File: src/hw/rtl/qau_pkg.sv
package qau_pkg;

    localparam int SAMPLE_W  = 8;
    localparam int CFG_W     = 24;
    localparam int CFG_IDX_W = 2;

    // Magnitude of the tanh value in Q.30 as carried through the doubling chain.
    localparam int T_W       = 30;
    localparam int DIV_STEPS = T_W;
    localparam int DBL_ITERS = 8;

    localparam int MAG_W  = 8;
    localparam int X_W    = 24;
    localparam int A_W    = 26;
    localparam int A2_W   = 21;
    localparam int A3_W   = 16;
    localparam int A5_W   = 6;
    localparam int Y_W    = 15;
    localparam int Q_W    = 13;

    localparam logic [X_W-1:0] X_MAX     = 24'h80_0000;
    localparam logic [16:0]    RECIP3    = 17'd43691;
    localparam logic [6:0]     RECIP15   = 7'd69;
    localparam logic [30:0]    RND15     = 31'h0000_4000;
    localparam logic [39:0]    RND27     = 40'h00_0400_0000;

    localparam logic                    MODE_RELU   = 1'b0;
    localparam logic                    MODE_TANH   = 1'b1;
    localparam logic                    RST_MODE    = MODE_RELU;
    localparam logic signed [SAMPLE_W-1:0] RST_ZP   = 8'sd0;
    localparam logic [CFG_W-1:0]        RST_SCALE   = 24'd8192;
    localparam logic [CFG_W-1:0]        RST_INV     = 24'd524288;

    typedef enum logic [CFG_IDX_W-1:0] {
        CFG_MODE  = 2'd0,
        CFG_ZP    = 2'd1,
        CFG_SCALE = 2'd2,
        CFG_INV   = 2'd3
    } t_cfg_idx;

    typedef struct packed {
        logic                       last;
        logic                       neg;
        logic signed [SAMPLE_W-1:0] relu;
    } t_side;

endpackage

File: src/hw/rtl/qau_front.sv
module qau_front (
    input  logic                                  i_clk,
    input  logic                                  i_rst_n,
    input  logic                                  i_en,
    input  logic                                  i_valid,
    input  logic signed [qau_pkg::SAMPLE_W-1:0]   i_sample,
    input  logic                                  i_sample_last,
    input  logic signed [qau_pkg::SAMPLE_W-1:0]   i_zp,
    input  logic        [qau_pkg::CFG_W-1:0]      i_scale,
    output logic                                  o_valid,
    output logic        [qau_pkg::T_W-1:0]        o_t,
    output qau_pkg::t_side                        o_side
);
    import qau_pkg::*;

    logic [5:0] r_vld;
    t_side      r_side [0:5];

    logic [MAG_W-1:0] r1_mag;
    logic [A_W-1:0]   r2_a;
    logic [A_W-1:0]   r3_a;
    logic [A2_W-1:0]  r3_a2;
    logic [A_W-1:0]   r4_a;
    logic [A2_W-1:0]  r4_a2;
    logic [A3_W-1:0]  r4_a3;
    logic [A_W-1:0]   r5_a;
    logic [A5_W-1:0]  r5_a5;
    logic [A3_W-1:0]  r5_q3;
    logic [T_W-1:0]   r6_t;

    logic [SAMPLE_W:0]   w_d;
    logic [SAMPLE_W:0]   w_negd;
    logic                w_neg;
    t_side               w_side;
    logic [31:0]         w_x;
    logic [X_W-1:0]      w_xs;
    logic [2*A_W-1:0]    w_aa;
    logic [46:0]         w_p4;
    logic [36:0]         w_p5;
    logic [32:0]         w_p3;
    logic [13:0]         w_p15;
    logic [A_W-1:0]      w_t;

    assign w_d    = {i_sample[SAMPLE_W-1], i_sample} - {i_zp[SAMPLE_W-1], i_zp};
    assign w_negd = (SAMPLE_W+1)'(0) - w_d;
    assign w_neg  = w_d[SAMPLE_W];

    assign w_side.last = i_sample_last;
    assign w_side.neg  = w_neg;
    assign w_side.relu = (i_sample > i_zp) ? i_sample : i_zp;

    assign w_x   = 32'(r1_mag) * 32'(i_scale);
    assign w_xs  = (w_x > 32'(X_MAX)) ? X_MAX : w_x[X_W-1:0];
    assign w_aa  = (2*A_W)'(r2_a) * (2*A_W)'(r2_a);
    assign w_p4  = 47'(r3_a2) * 47'(r3_a);
    assign w_p5  = 37'(r4_a3) * 37'(r4_a2);
    assign w_p3  = 33'(r4_a3) * 33'(RECIP3);
    assign w_p15 = 14'({r5_a5, 1'b0}) * 14'(RECIP15);
    assign w_t   = r5_a - A_W'(r5_q3) + A_W'(w_p15[13:10]);

    always_ff @(posedge i_clk) begin
        if (!i_rst_n) begin
            r_vld <= '0;
        end else if (i_en) begin
            r_vld <= {r_vld[4:0], i_valid};
        end
    end

    always_ff @(posedge i_clk) begin
        if (i_en) begin
            r_side[0] <= w_side;
            for (int k = 1; k < 6; k++) begin
                r_side[k] <= r_side[k-1];
            end
            r1_mag <= w_neg ? w_negd[MAG_W-1:0] : w_d[MAG_W-1:0];
            r2_a   <= {w_xs, 2'b00};
            r3_a   <= r2_a;
            r3_a2  <= w_aa[50:30];
            r4_a   <= r3_a;
            r4_a2  <= r3_a2;
            r4_a3  <= w_p4[45:30];
            r5_a   <= r4_a;
            r5_a5  <= w_p5[35:30];
            r5_q3  <= w_p3[32:17];
            r6_t   <= T_W'(w_t);
        end
    end

    assign o_valid = r_vld[5];
    assign o_t     = r6_t;
    assign o_side  = r_side[5];

endmodule

File: config.mk
export PLATFORM = sky130hd
export DESIGN_NAME = qau_front
export DESIGN_NICKNAME = d
export VERILOG_FILES = /design/src/hw/rtl/qau_pkg.sv /design/src/hw/rtl/qau_front.sv
export SDC_FILE = /design/constraint.sdc
export NUM_CORES = 2
export LEC_CHECK = 0
export ABC_AREA = 1
export BUFFER_PORTS_ARGS = -buffer_cell sky130_fd_sc_hd__buf_4
export CORE_ASPECT_RATIO = 1.1
export CORE_MARGIN = 8
export CORE_UTILIZATION = 50
export CTS_BUF_LIST = sky130_fd_sc_hd__clkbuf_8
export DETAILED_ROUTE_END_ITERATION = 12
export PLACE_DENSITY = 0.66
export RECOVER_POWER = 50
export SLEW_MARGIN = 10
export SYNTH_ARGS = -nofsm -noshare
export SYNTH_HDL_FRONTEND = slang
export SYNTH_SLANG_ARGS = --single-unit
export TNS_END_PERCENT = 30
File: constraint.sdc
create_clock -name i_clk -period 10.95 [get_ports i_clk]
set_clock_uncertainty 0.15 [all_clocks]
set_input_delay 2.19 -clock i_clk [delete_from_list [all_inputs] [get_ports i_clk]]
set_output_delay 2.19 -clock i_clk [all_outputs]
set_load 0.1 [all_outputs]
==> summary.txt <==
Status
  – Outcome: finished with violations
  – Violated checks: max-capacitance violations, max-slew violations

Clocking
  – Setup repair bufs after CTS: 0
  – Clock root cell: clkbuf_8
  – CTS resizes: 0
  – CTS tree: yes
  – Worst-Skew Late Latency: 0.69 ns
  – Clock transition at path regs: 0.06 ns
  – Hold Buf Count CTS: 0
  – H-tree Lvls: 2
  – CTS sink cnt: 275
  – CTS Buffer Depth: 3
  – Num CTS Buffers: 50

STA
  – Slew Limit Fails: 1,482
  – Total negative slack: 0 ns
  – RSZ-0062 raised after global routing: no
  – Max_slew headroom: -355%
  – Tcrit/Tclk final: 74.9%
  – Final min period: 8.20 ns
  – Max Clock Freq: 122 MHz
  – Final Hold Vio Count: 0
  – Final Setup Violations: 0
  – Worst slew pin tran: 6.83 ns

Yosys
  – Post-synthesis sequential area ratio: 12.4%
  – Count leader, synth: inv_1
  – Post-synthesis xor/xnor area fraction: 1.66%
  – Ys async rst share: 0%
  – Post-Syn Area: 66,300 µm²
  – Post-synth top cells: inv_1 (2,531), nand2_1 (1,860), fa_1 (1,316)
  – Library cells used by synthesis: 54
  – Post-Synth Simple-Gate Area: 14.1%
  – EDFF count, synth: 269
  – Post-synthesis adder-cell area fraction: 52.1%
  – Syn Inst Count: 7,995
  – Mux share of post-synthesis cell area: 0%
  – Synth Register Bits: 275
  – Largest family of logic cells by synthesized area: adder cells
  – Synth warn: 0
  – Share of the synthesized area in the top cell type: 39.7%
  – Area contributors post-synth: fa_1 (40%), inv_1 (14%), ha_1 (12%)
  – Synth area leader: fa_1
  – Synth Area in Compound Gates: 3.90%
  – Mean Syn Cell Area: 8.30 µm²
  – Top FF cell, synth: edfxtp_1

Setup path
  – Crit path largest cell delay: 1.46 ns
  – Critical path's top delay family: adder cells
  – Flop-to-flop setup slack: 2.75 ns
  – Setup Crit Path Kind: reg -> reg
  – Critical path data required time: 11.18 ns
  – Worst-path maximum fanout: 26
  – Worst path cell trace: clkbuf_1, nand2_1, fa_1, inv_1, fa_1, fa_1, inv_1, fa_1, inv_1, fa_1, fa_1, inv_1, fa_1, inv_1, ha_1, a21oi_1, inv_1, a21oi_1, nor2_1, nor2_1, nand2_1, a21oi_1, xor2_1
  – Arrival @ worst endpoint: 8.43 ns
  – CP most frequent cell: fa_1
  – Nature of the critical path endpoint: flop
  – WP buf/inv: 7
  – Startpoint types: flop
  – Crit-path slowest cell: clkbuf_1

GRT
  – Total Routing Usage GR: 22.9%
  – Initial antenna violation count: 3
  – Vias in the first global route: 53.7k
  – First-pass GRT wire length: 270,000 µm
  – Total congestion overflow: 0
  – Largest net degree at the start of global routing: 164

Finish
  – Final Cell Area: 69,700 µm²
  – Area grow syn2layout: 5.03%
  – Nets: 9,975
  – Share of layout cells above drive strength 1: 2.80%

Die
  – Initial Util: 50.2%
  – Die Ht: 398 µm
  – Row cnt: 140
  – Die X: 363 µm
  – Area of the core: 132,000 µm²
  – Die area: 145,000 µm²
  – IO Pins: 86

Detailed routing
  – Routed wire length: 160,000 µm
  – Drt initial violations: 2,771
  – DR WL/cell: 16.4 µm
  – ANT nets after route: 0
  – Vias per cell: 5.04
  – Via count: 49.2k
  – Pre-Repair DR Iteration Count: 5
  – DRC viols: 0

Placed design
  – Gpl congestion: 0.933
  – Placed Area: 68,800 µm²
  – Detailed-placement wirelength estimate: 127,000 µm
  – Port bufs: 81

Flow run
  – Max_cap viols: 55

Worst hold path
  – Hold Crit Class: reg -> reg
metrics by stage:
| step | utilization (%) | cells | worst slack, ns | hold slack (ns) |
|---|---|---|---|---|
| 2_1_floorplan | - | 7998 | 4.35 | 0.250 |
| 3_3_place_gp | 52.1 | 9679 | 3.70 | 0.251 |
| 3_5_place_dp | 52.1 | 9679 | 3.62 | 0.255 |
| 4_1_cts | 52.9 | 9767 | 3.76 | 0.255 |
| 5_1_grt | 52.7 | 9769 | 2.29 | 0.267 |
| 6_report | 52.7 | 9769 | 2.75 | 0.259 |
path summary, 6_finish.rpt:
path / startpoint / to / cells past startpoint
worst max-delay path: r2_a[18] / r3_a2[1] / 23
worst min-delay path: r_side[0][6] / r_side[1][6] / 0
worst max register to register: r2_a[18] / r3_a2[1] / 23
worst min register to register: r_side[0][6] / r_side[1][6] / 0
final cells by class:
cell class                 instances  area [µm²]
multi-input combinational       4931       47600
sequential                       275        8200
timing repair buffer             165        1050
clock buffer                      50         688
fill                           12626       62400
clock inverter                    38         375
antenna                            1        2.50
tap                             1775        2220
inverter                        2534        9510
layer usage:
metal,wire length [µm],up-vias,track usage (%),share of wire (%)
met5,0,-,0,0
met3,9320,328,2.55,5.8
met4,5320,0,7.08,3.3
met2,80600,1392,41.0,50
met1,65300,24537,29.1,41
li1,-,22943,-,-
cells by family after synthesis:
family | Yosys count
flops | 275
buf+inv | 2792
compound gates | 463
xor+xnor | 125
simple gates | 2366
fa+ha+maj | 1973
other cells | 1
sequential cells by signal, indices dropped and copies added, names as in the netlist, 16 cells and up:
signal	count
r3_a2	21
r_side	60
r3_a	24
r4_a2	21
r5_a	24
r2_a	24
o_t	26
r4_a3	16
r4_a	24
layout by cell type, fill, tap and decap left out, drive strengths merged, types with 30 or more instances in the layout:
master / Yosys / layout
inv: 2533 / 2544
nand3: 92 / 92
xnor2: 40 / 40
o21ai: 132 / 132
xor2: 85 / 85
nor2: 295 / 295
nor3: 44 / 44
nand2: 1873 / 1873
fa: 1316 / 1316
clkbuf: 249 / 111
a21oi: 220 / 220
buf: 9 / 104
nand4: 30 / 30
edfxtp: 269 / 269
ha: 657 / 657
Power is left out: the tool's default activity adds up to more than one toggle a clock period on the data nets, which glitch-free logic cannot reach.
