--- src/hw/rtl/qau_pkg.sv ---
package qau_pkg;

    localparam int SAMPLE_W  = 8;
    localparam int CFG_W     = 24;
    localparam int CFG_IDX_W = 2;

    // Magnitude of the tanh value in Q.30 as carried through the doubling chain.
    localparam int T_W       = 30;
    localparam int DIV_STEPS = T_W;
    localparam int DBL_ITERS = 8;

    localparam int MAG_W  = 8;
    localparam int X_W    = 24;
    localparam int A_W    = 26;
    localparam int A2_W   = 21;
    localparam int A3_W   = 16;
    localparam int A5_W   = 6;
    localparam int Y_W    = 15;
    localparam int Q_W    = 13;

    localparam logic [X_W-1:0] X_MAX     = 24'h80_0000;
    localparam logic [16:0]    RECIP3    = 17'd43691;
    localparam logic [6:0]     RECIP15   = 7'd69;
    localparam logic [30:0]    RND15     = 31'h0000_4000;
    localparam logic [39:0]    RND27     = 40'h00_0400_0000;

    localparam logic                    MODE_RELU   = 1'b0;
    localparam logic                    MODE_TANH   = 1'b1;
    localparam logic                    RST_MODE    = MODE_RELU;
    localparam logic signed [SAMPLE_W-1:0] RST_ZP   = 8'sd0;
    localparam logic [CFG_W-1:0]        RST_SCALE   = 24'd8192;
    localparam logic [CFG_W-1:0]        RST_INV     = 24'd524288;

    typedef enum logic [CFG_IDX_W-1:0] {
        CFG_MODE  = 2'd0,
        CFG_ZP    = 2'd1,
        CFG_SCALE = 2'd2,
        CFG_INV   = 2'd3
    } t_cfg_idx;

    typedef struct packed {
        logic                       last;
        logic                       neg;
        logic signed [SAMPLE_W-1:0] relu;
    } t_side;

endpackage

--- src/hw/rtl/qau_back.sv ---
module qau_back (
    input  logic                                  i_clk,
    input  logic                                  i_rst_n,
    input  logic                                  i_valid,
    input  logic        [qau_pkg::T_W-1:0]        i_t,
    input  qau_pkg::t_side                        i_side,
    input  logic                                  i_mode,
    input  logic signed [qau_pkg::SAMPLE_W-1:0]   i_zp,
    input  logic        [qau_pkg::CFG_W-1:0]      i_inv,
    input  logic                                  i_stall,
    output logic                                  o_en,
    output logic                                  o_valid,
    output logic signed [qau_pkg::SAMPLE_W-1:0]   o_activated,
    output logic                                  o_activated_last
);
    import qau_pkg::*;

    logic                        r_b1_vld;
    logic [Y_W-1:0]              r_b1_y;
    t_side                       r_b1_side;
    logic                        r_b2_vld;
    logic [Q_W-1:0]              r_b2_q;
    t_side                       r_b2_side;

    logic                        r_out_vld;
    logic signed [SAMPLE_W-1:0]  r_out_act;
    logic                        r_out_last;
    logic                        r_skid_vld;
    logic signed [SAMPLE_W-1:0]  r_skid_act;
    logic                        r_skid_last;

    logic                        w_en;
    logic [30:0]                 w_rnd;
    logic [39:0]                 w_p;
    logic signed [Q_W:0]         w_qs;
    logic signed [Q_W+1:0]       w_sum;
    logic signed [SAMPLE_W-1:0]  w_sat;
    logic signed [SAMPLE_W-1:0]  w_res;
    logic                        w_in;
    logic                        w_take;

    assign w_en  = !r_skid_vld;
    assign w_rnd = {1'b0, i_t} + RND15;
    assign w_p   = 40'(r_b1_y) * 40'(i_inv) + RND27;

    always_ff @(posedge i_clk) begin
        if (!i_rst_n) begin
            r_b1_vld <= 1'b0;
            r_b2_vld <= 1'b0;
        end else if (w_en) begin
            r_b1_vld <= i_valid;
            r_b2_vld <= r_b1_vld;
        end
    end

    always_ff @(posedge i_clk) begin
        if (w_en) begin
            r_b1_y    <= w_rnd[30] ? '1 : w_rnd[29:15];
            r_b1_side <= i_side;
            r_b2_q    <= w_p[39:27];
            r_b2_side <= r_b1_side;
        end
    end

    always_comb begin
        w_qs  = r_b2_side.neg ? -$signed({1'b0, r_b2_q}) : $signed({1'b0, r_b2_q});
        w_sum = $signed({w_qs[Q_W], w_qs}) + $signed((Q_W+2)'(i_zp));
        if (w_sum > 15'sd127) begin
            w_sat = 8'sd127;
        end else if (w_sum < -15'sd128) begin
            w_sat = -8'sd128;
        end else begin
            w_sat = w_sum[SAMPLE_W-1:0];
        end
        w_res = (i_mode == MODE_TANH) ? w_sat : r_b2_side.relu;
    end

    // A beat leaving the pipeline goes to the output register when it is free
    // or being drained, and to the skid register otherwise.
    assign w_in   = w_en && r_b2_vld;
    assign w_take = r_out_vld && !i_stall;

    always_ff @(posedge i_clk) begin
        if (!i_rst_n) begin
            r_out_vld  <= 1'b0;
            r_skid_vld <= 1'b0;
        end else if (w_in) begin
            if (!r_out_vld || w_take) begin
                r_out_vld <= 1'b1;
            end else begin
                r_skid_vld <= 1'b1;
            end
        end else if (w_take) begin
            r_out_vld  <= r_skid_vld;
            r_skid_vld <= 1'b0;
        end
    end

    always_ff @(posedge i_clk) begin
        if (w_in) begin
            if (!r_out_vld || w_take) begin
                r_out_act  <= w_res;
                r_out_last <= r_b2_side.last;
            end else begin
                r_skid_act  <= w_res;
                r_skid_last <= r_b2_side.last;
            end
        end else if (w_take && r_skid_vld) begin
            r_out_act  <= r_skid_act;
            r_out_last <= r_skid_last;
        end
    end

    assign o_en             = w_en;
    assign o_valid          = r_out_vld;
    assign o_activated      = r_out_act;
    assign o_activated_last = r_out_last;

endmodule

--- config.mk ---
export PLATFORM = sky130hd
export DESIGN_NAME = qau_back
export DESIGN_NICKNAME = d
export VERILOG_FILES = /design/src/hw/rtl/qau_pkg.sv /design/src/hw/rtl/qau_back.sv
export SDC_FILE = /design/constraint.sdc
export NUM_CORES = 1
export LEC_CHECK = 0
export BUFFER_PORTS_ARGS = -buffer_cell sky130_fd_sc_hd__buf_2
export CORE_ASPECT_RATIO = 2
export CORE_UTILIZATION = 40
export CTS_BUF_LIST = sky130_fd_sc_hd__clkbuf_16
export DETAILED_ROUTE_END_ITERATION = 8
export MAX_ROUTING_LAYER = met4
export SYNTH_ARGS = -nofsm -noshare
export SYNTH_HDL_FRONTEND = slang
export SYNTH_SLANG_ARGS = --single-unit
--- constraint.sdc ---
create_clock -name i_clk -period 7.66 [get_ports i_clk]
set_input_delay 1.915 -clock i_clk [delete_from_list [all_inputs] [get_ports i_clk]]
set_output_delay 1.915 -clock i_clk [all_outputs]
set_load 0.01 [all_outputs]
==> results.toml, run 1 <==
[floorplan]
ioPinCount = 88
die_area_mm2 = 0.0381
die_w_um = 139
die_y_um = 275
coreArea_mm2 = 0.0367
rows = 99
start_util = 0.407

[hold_path]
hp-class = "flop to flop"
worst_hold_startpoint = "r_b1_side[2]"

[sta]
fin_crit_ps = 7710
grt_setup_unrepaired = "yes"
hold_viol = 0
setup_slack_ps = -49.4
slew_headroom = 0.354
drv_slew = 0
period_share = 1.01
setup_viol = 2
finClkSkew_ps = 6.99
worstMarginPinSlew_ps = 966
clock.fmax_mhz = 130

[global_route]
grt_first_pass_wirelength_um = 61400
grt_max_degree = 29
grt_pass1_vias = 12488
grt_antenna_before_repair = 0
overflow = 0
grt_usage = 0.217

[worst_setup_path]
arrival_ps = 7810
end_kind = "flop"
crit_required_ps = 7760
startpoint = "i_inv[15]"
worstSetupPathType = "input port to flop"
start_kind = "input port"
timing.rr.start = "r_b1_y[8]"
worst-path-max-fanout = 4

[drt]
routed-wl-met3_um = 916
m1WireLength_um = 12800
drc = 16
wl_per_cell_um = 17.5
met2_length_um = 22000
top_layer_used = "met4"
drt-pass1-iter-count = 7
antenna_left = 0
wirelength_um = 38000
routed_via_density = 5.16
vias = 11182
drt_iter0_drc = 494

[clock_tree]
cts-root-buf = "clkbuf_16"
h-tree-depth = 3
cts.sinks = 70
tritoncts = "built"
numCtsBuffers = 9
clkTransAtPathRegs_ps = 60
clockBufferDepth = 2
insertion_delay_ps = 350

[layout]
fin_area_mm2 = 0.0171
drive_gt1_frac = 0.138
num_antenna_cells = 0
nets = 2211
syn2layout_area_growth_pct = 14.2

[synth]
syn_nets = 2107
synth_edf_count = 66
ys_top_cells_by_count = "inv_1, fa_1, nand2_1"
ys_warn_count = 0
syn_inst = 1604
synth_seq_cells = 70
synth_area_mm2 = 0.0149
synthDominantCellAreaShare = 0.384
synth.most_common_cell = "inv_1"
yosys.area.top_type = "fa_1"
syn_area_per_cell_um2 = 9.31
yosys_most_used_dff = "edfxtp_1"
async_flop_share = 0
synth.distinct_cells = 64
seq_area_frac_synth = 0.138
synthTopCellsByArea = "fa_1, edfxtp_1, ha_1, inv_1, and2_1"

[place]
portBuffers = 73
pre_cts_ws_ps = -822
hpwl_um = 31600
place_congestion = 0.925
placed_cell_area_mm2 = 0.0164

[job]
max_cap_viol_count = 0

[status]
violations = "design-rule violations, negative setup slack"
outcome = "finished with violations"
## routing by layer
| layer | GRT usage | up-vias |
|---|---|---|
| met3 | 0.0160 | 123 |
| met5 | - | - |
| met4 | 0.126 | 0 |
| met2 | 0.437 | 254 |
| li1 | - | 5114 |
| met1 | 0.197 | 5691 |
## kinds of logic (layout without fill, tap and decap cells)
kind of cell,count (synthesis),count (layout),share of synthesized area
simple gates,512,512,0.166
mux,5,5,0.00352
compound gates,143,143,0.0657
buf+inv,409,518,0.103
xor+xnor,39,39,0.0229
flops,70,70,0.138
fa+ha+maj,426,426,0.501
## through the flow
| step | hold slack, ps | std cells | utilization | setup TNS [ps] |
|---|---|---|---|---|
| detailed placement | 408 | 2146 | 0.446 | -5950 |
| CTS | 419 | 2165 | 0.459 | -44.2 |
| global placement | 406 | 2146 | 0.446 | -5550 |
| floorplan | 400 | 1604 | - | -2.48 |
| finish | 418 | 2167 | 0.465 | -71.1 |
| global route | 426 | 2167 | 0.465 | -784 |
## state kept, by name, summed over array words and instances (netlist names)
| name | cells |
|---|---|
| r_b1_y | 15 |
| r_b2_q | 13 |
| r_b1_side | 10 |
| r_b2_side | 10 |
| o_activated | 8 |
| r_skid_act | 8 |
| o_activated_last | 1 |
| o_valid | 1 |
| r_b1_vld | 1 |
| r_b2_vld | 1 |
| r_skid_last | 1 |
| r_skid_vld | 1 |
## timing repair
item                       4_1_cts  5_1_grt
resized for setup               50       34
gates cloned                     0        1
pin swaps                       27       34
hold buffers                     0        0
setup buffers                    3        3
setup endpoints to repair       10       10
## area by class of cell
| type | instances | area (um^2) |
|---|---|---|
| multi-input combinational | 1125 | 11600 |
| tap | 454 | 568 |
| sequential | 70 | 2060 |
| clock buffer | 9 | 225 |
| inverter | 345 | 1290 |
| clock inverter | 7 | 55.1 |
| timing repair buffer | 157 | 1260 |
| fill | 3553 | 19600 |
## placed cells by master, fill, tap and decap left out, types with 4 or more instances in the layout
cell type / count
a21o_1: 12
and2_4: 6
buf_4: 77
and3_1: 6
o31ai_1: 4
ha_4: 7
nand3_1: 9
dfxtp_1: 4
inv_1: 336
nor3_1: 6
nand2_1: 246
or3_1: 6
a21oi_2: 6
buf_12: 11
clkbuf_16: 10
xor2_1: 16
o211ai_1: 11
edfxtp_1: 66
a21oi_1: 30
fa_1: 281
a31oi_1: 10
nor2_1: 44
buf_2: 55
nand2b_1: 4
and2_1: 145
inv_2: 9
nand4_1: 9
ha_1: 133
buf_6: 12
o21ai_0: 34
nor2b_1: 8
fa_2: 5
xnor2_1: 23
## critical path: stages
cell	delay (ps)
buf_16	120
and2_4	160
fa_1	560
inv_2	60
fa_1	520
inv_2	40
fa_1	570
fa_1	450
fa_1	560
inv_1	70
fa_1	500
inv_2	50
ha_4	240
nand4_1	200
nor4_4	50
buf_4	150
nand4_1	110
o221ai_4	170
o41ai_4	490
o21bai_2	100
or4_1	520
and3_4	160
## path summary, 6_finish.rpt
path | endpoint | slack (ps) | cells past startpoint
worst max-delay path | r_b2_q[12] | -50 | 22
worst min-delay path | r_b2_side[2] | 420 | 0
worst max register to register | r_b2_q[12] | 720 | 21
worst min register to register | r_b2_side[2] | 420 | 0
Power of run 1 is left out: the tool's default activity adds up to more than one toggle a clock period on the data nets, which glitch-free logic cannot reach.
==> run 2: changes to the inputs <==
--- a/config.mk
+++ b/config.mk
@@ -11,6 +11,7 @@
 export CTS_BUF_LIST = sky130_fd_sc_hd__clkbuf_16
 export DETAILED_ROUTE_END_ITERATION = 8
 export MAX_ROUTING_LAYER = met4
+export RECOVER_POWER = 100
 export SYNTH_ARGS = -nofsm -noshare
 export SYNTH_HDL_FRONTEND = slang
 export SYNTH_SLANG_ARGS = --single-unit
==> constraint.sdc (replaced) <==
create_clock -name i_clk -period 7.66 [get_ports i_clk]
set_input_delay 1.915 -clock i_clk [delete_from_list [all_inputs] [get_ports i_clk]]
set_output_delay 1.915 -clock i_clk [all_outputs]
set_load 0.005 [all_outputs]
==> results.toml, run 2 (synthesis results as in run 1) <==
[floorplan]
start_util = 0.407
die_w_um = 139
die_y_um = 275
die_area_mm2 = 0.0381
coreArea_mm2 = 0.0367
rows = 99
ioPinCount = 88

[layout]
nets = 2211
syn2layout_area_growth_pct = 14.1
num_antenna_cells = 0
final_common_cell = "inv_1"
top_register = "r_b1_y"
largest_reg_flops = 15
top_regs = "r_b1_y x15, r_b2_q x13"
final_cell_mix = "inv_1, fa_1, nand2_1"
drive_gt1_frac = 0.133

[sta]
hold_viol = 0
period_share = 1.01
drv_slew = 29
fin_crit_ps = 7710
worstMarginPinSlew_ps = 1510
slew_headroom = -0.00965
setup_slack_ps = -46.3
clock.fmax_mhz = 130
setup-tns-final_ps = -61.7
grt_setup_unrepaired = "yes"
hold_ws_ps = 416
setup_viol = 2
finClkSkew_ps = 8.53

[worst_setup_path]
slowest_stage = "fa_1"
end_kind = "flop"
start_kind = "input port"
worstSetupPathType = "input port to flop"
critical_path.most_common_cell = "fa_1"
r2r_slack_ps = 720
crit_required_ps = 7760
slowest_delay_ps = 570
worst-path-max-fanout = 4
arrival_ps = 7810
path_cells = "buf_16, and2_4, fa_1, inv_2, fa_1, inv_2, fa_1, fa_1, fa_1, inv_1, fa_1, inv_2, ha_4, nand4_1, nor4_4, buf_4, nand4_1, o221ai_4, o41ai_4, o21bai_2, or4_1, and3_4"

[global_route]
grt_pass1_vias = 12488
grt_first_pass_wirelength_um = 61400
busiest_layer = "met2"
grt_antenna_before_repair = 0
grt_max_degree = 29
grt_usage = 0.217
grt_use_met1 = 0.197
met3_usage = 0.0160
overflow = 0
grtUsageMet2 = 0.437

[place]
hpwl_um = 31600
place_congestion = 0.925
portBuffers = 73

[clock_tree]
cts-root-buf = "clkbuf_16"
tritoncts = "built"
numCtsBuffers = 9
h-tree-depth = 3
clkTransAtPathRegs_ps = 60
cts_hold_buffers = 0
insertion_delay_ps = 350
clockBufferDepth = 2
cts.sinks = 70

[drt]
drc = 16
antenna_left = 0
drt-pass1-iter-count = 7
wl_per_cell_um = 17.6
drt_iter0_drc = 443
wirelength_um = 38000
routed_via_density = 5.17
vias = 11209

[job]
max_cap_viol_count = 1

[status]
outcome = "finished with violations"
violations = "design-rule violations, max-capacitance violations, max-slew violations, negative setup slack"

[hold_path]
hp-class = "flop to flop"
run 2: changes by cell type in the layout (fill, tap and decap cells not counted), sizes merged:
cell,previous run,this run
inv,348,347
clkbuf,10,19
clkinv,2,3
buf,156,147
run 2: critical path: cells and delay by family:
kind                       cells  cell delay [ps]
AOI/OAI and AO/OA              3              760
adders and majority gates      7             3390
buffers and inverters          6              490
and+or+nand+nor                6             1200
run 2: layout make-up:
class | instances | area (um^2)
multi-input cells | 1125 | 11600
inverters | 345 | 1290
clock buffers | 9 | 225
fillers | 3557 | 19600
clock inverters | 7 | 55.1
flip-flops and latches | 70 | 2060
well taps | 454 | 568
repair buffers | 157 | 1240
run 2: stage by stage:
stage | utilization | instance area (um^2) | instances | setup WS (ps)
floorplan | - | 15000 | 1604 | -2.48
global placement | 0.446 | 16400 | 2146 | -791
detailed placement | 0.446 | 16400 | 2146 | -822
CTS | 0.459 | 16800 | 2165 | -44.2
global route | 0.465 | 17000 | 2167 | -188
finish | 0.465 | 17000 | 2167 | -46.3
run 2: what timing repair did:
item                                    in CTS  in global routing
cloned                                       0                  1
buffers inserted                             3                  3
pin swaps                                   27                 34
gates resized for setup                     50                 34
endpoints found under the setup margin      10                 10
run 2: path summary, 6_finish.rpt:
kind / cells past startpoint / end / start
max: 22 / r_b2_q[12] / i_inv[15]
min: 0 / r_b2_side[2] / r_b1_side[2]
max reg2reg: 21 / r_b2_q[12] / r_b1_y[8]
min reg2reg: 0 / r_b2_side[2] / r_b1_side[2]
run 2: routing by layer:
layer,up-vias,wire length (um)
li1,5114,-
met2,263,22000
met5,-,0
met4,0,2320
met3,125,964
met1,5707,12700
Power of run 2 is left out for the same reason.
==> run 3: changes to the inputs <==
==> constraint.sdc (replaced) <==
create_clock -name i_clk -period 7.66 [get_ports i_clk]
set_input_delay 1.915 -clock i_clk [delete_from_list [all_inputs] [get_ports i_clk]]
set_output_delay 1.915 -clock i_clk [all_outputs]
set_load 0.05 [all_outputs]
==> results.toml, run 3 (synthesis results as in run 1) <==
[sta]
hold_viol = 0
fin_crit_ps = 7710
grt_setup_unrepaired = "yes"
period_share = 1.01
worstMarginPinSlew_ps = 1510
clock.fmax_mhz = 130
setup_viol = 2
drv_slew = 29
finClkSkew_ps = 7.98
setup_slack_ps = -45.5
hold_ws_ps = 417
slew_headroom = -0.00965

[drt]
antenna_left = 0
wl_per_cell_um = 17.5
drc = 8
vias = 11208
drt_iter0_drc = 443
routed_via_density = 5.17
drt-pass1-iter-count = 9
wirelength_um = 38000

[worst_setup_path]
critical_path.most_common_cell = "fa_1"
timing.critical_path.buf_inv = 6
worstSetupPathType = "input port to flop"
start_kind = "input port"
arrival_ps = 7810
crit_required_ps = 7760
slowest_delay_ps = 570
critical-path-top-delay-family = "adder cells"
slowest_stage = "fa_1"
end_kind = "flop"
path_cells = "buf_16, and2_4, fa_1, inv_2, fa_1, inv_2, fa_1, fa_1, fa_1, inv_1, fa_1, inv_2, ha_4, nand4_1, nor4_4, buf_4, nand4_1, o221ai_4, o41ai_4, o21bai_2, or4_1, and3_4"
worst-path-max-fanout = 4

[clock_tree]
tritoncts = "built"
insertion_delay_ps = 350
cts.sinks = 70
cts_hold_buffers = 0
clockBufferDepth = 2
cts-root-buf = "clkbuf_16"
h-tree-depth = 3
numCtsBuffers = 9
clkTransAtPathRegs_ps = 60

[global_route]
grt_usage = 0.217
overflow = 0
grt_pass1_vias = 12488
grt_max_degree = 29
grt_antenna_before_repair = 0
grt_first_pass_wirelength_um = 61400

[layout]
largest_reg_flops = 15
final_cell_mix = "inv_1, fa_1, nand2_1"
nets = 2211
num_antenna_cells = 0
top_regs = "r_b1_y x15, r_b2_q x13"
drive_gt1_frac = 0.128
syn2layout_area_growth_pct = 14.0
final_common_cell = "inv_1"
top_register = "r_b1_y"
fill_cells = 3562

[floorplan]
die_w_um = 139
start_util = 0.407
coreArea_mm2 = 0.0367
die_area_mm2 = 0.0381
ioPinCount = 88
rows = 99
die_y_um = 275

[place]
portBuffers = 73
place_congestion = 0.925
hpwl_um = 31600

[hold_path]
hp-class = "flop to flop"

[status]
violations = "design-rule violations, max-capacitance violations, max-slew violations, negative setup slack"
outcome = "finished with violations"

[job]
max_cap_viol_count = 1
## run 3: cell count changes in the layout (fill, tap and decap cells not counted)
cell      previous run  this run
buf_2               49        41
clkbuf_1             9        17
## run 3: per-stage QoR
| step | setup slack [ps] | instances | util | setup TNS, ps | instance area, um^2 |
|---|---|---|---|---|---|
| after CTS | -44.2 | 2165 | 0.459 | -44.2 | 16800 |
| after global placement | -791 | 2146 | 0.446 | -5550 | 16400 |
| after detailed placement | -822 | 2146 | 0.446 | -5950 | 16400 |
| after floorplan | -2.48 | 1604 | - | -2.48 | 15000 |
| final | -45.5 | 2167 | 0.464 | -60.9 | 17000 |
| after global routing | -188 | 2167 | 0.464 | -784 | 17000 |
## run 3: final timing paths
| path | from | to | slack, ps | cells past startpoint |
|---|---|---|---|---|
| worst max-delay path | i_inv[15] | r_b2_q[12] | -50 | 22 |
| worst max register to register | r_b1_y[8] | r_b2_q[12] | 720 | 21 |
| worst min register to register | r_b1_side[2] | r_b2_side[2] | 420 | 0 |
| worst min-delay path | r_b1_side[2] | r_b2_side[2] | 420 | 0 |
## run 3: worst register-to-register path, cell delays in order (launching register included)
cell and delay [ps]:
edfxtp_1 710, buf_4 320, nand2_4 70, fa_1 530
inv_1 50, fa_1 470, inv_1 50, fa_1 530
inv_1 60, fa_1 530, fa_1 520, inv_1 50
fa_1 510, inv_2 50, ha_4 210, a2111o_1 410
a21oi_2 190, o221ai_4 170, o41ai_4 490, o21bai_2 110
or4_1 520, and3_4 160
## run 3: area by class of cell
class	count	area, um^2	area share
Tap cell	454	568	0.0334
Multi-Input combinational cell	1125	11600	0.681
Clock inverter	7	55.1	0.00323
Inverter	345	1290	0.0761
Clock buffer	9	225	0.0132
Sequential cell	70	2060	0.121
Timing Repair Buffer	157	1230	0.0724
## run 3: repair_timing
action / 4_1_cts / 5_1_grt
setup endpoints to repair: 10 / 10
pin swaps: 27 / 34
resized for setup: 50 / 34
buffers inserted: 3 / 3
gates cloned: 0 / 1
## run 3: per-layer routing
metal  track usage  share of wire
met5             -              0
met4         0.126          0.061
met3        0.0160          0.026
met2         0.437           0.58
met1         0.197           0.33
Power of run 3 is left out for the same reason.
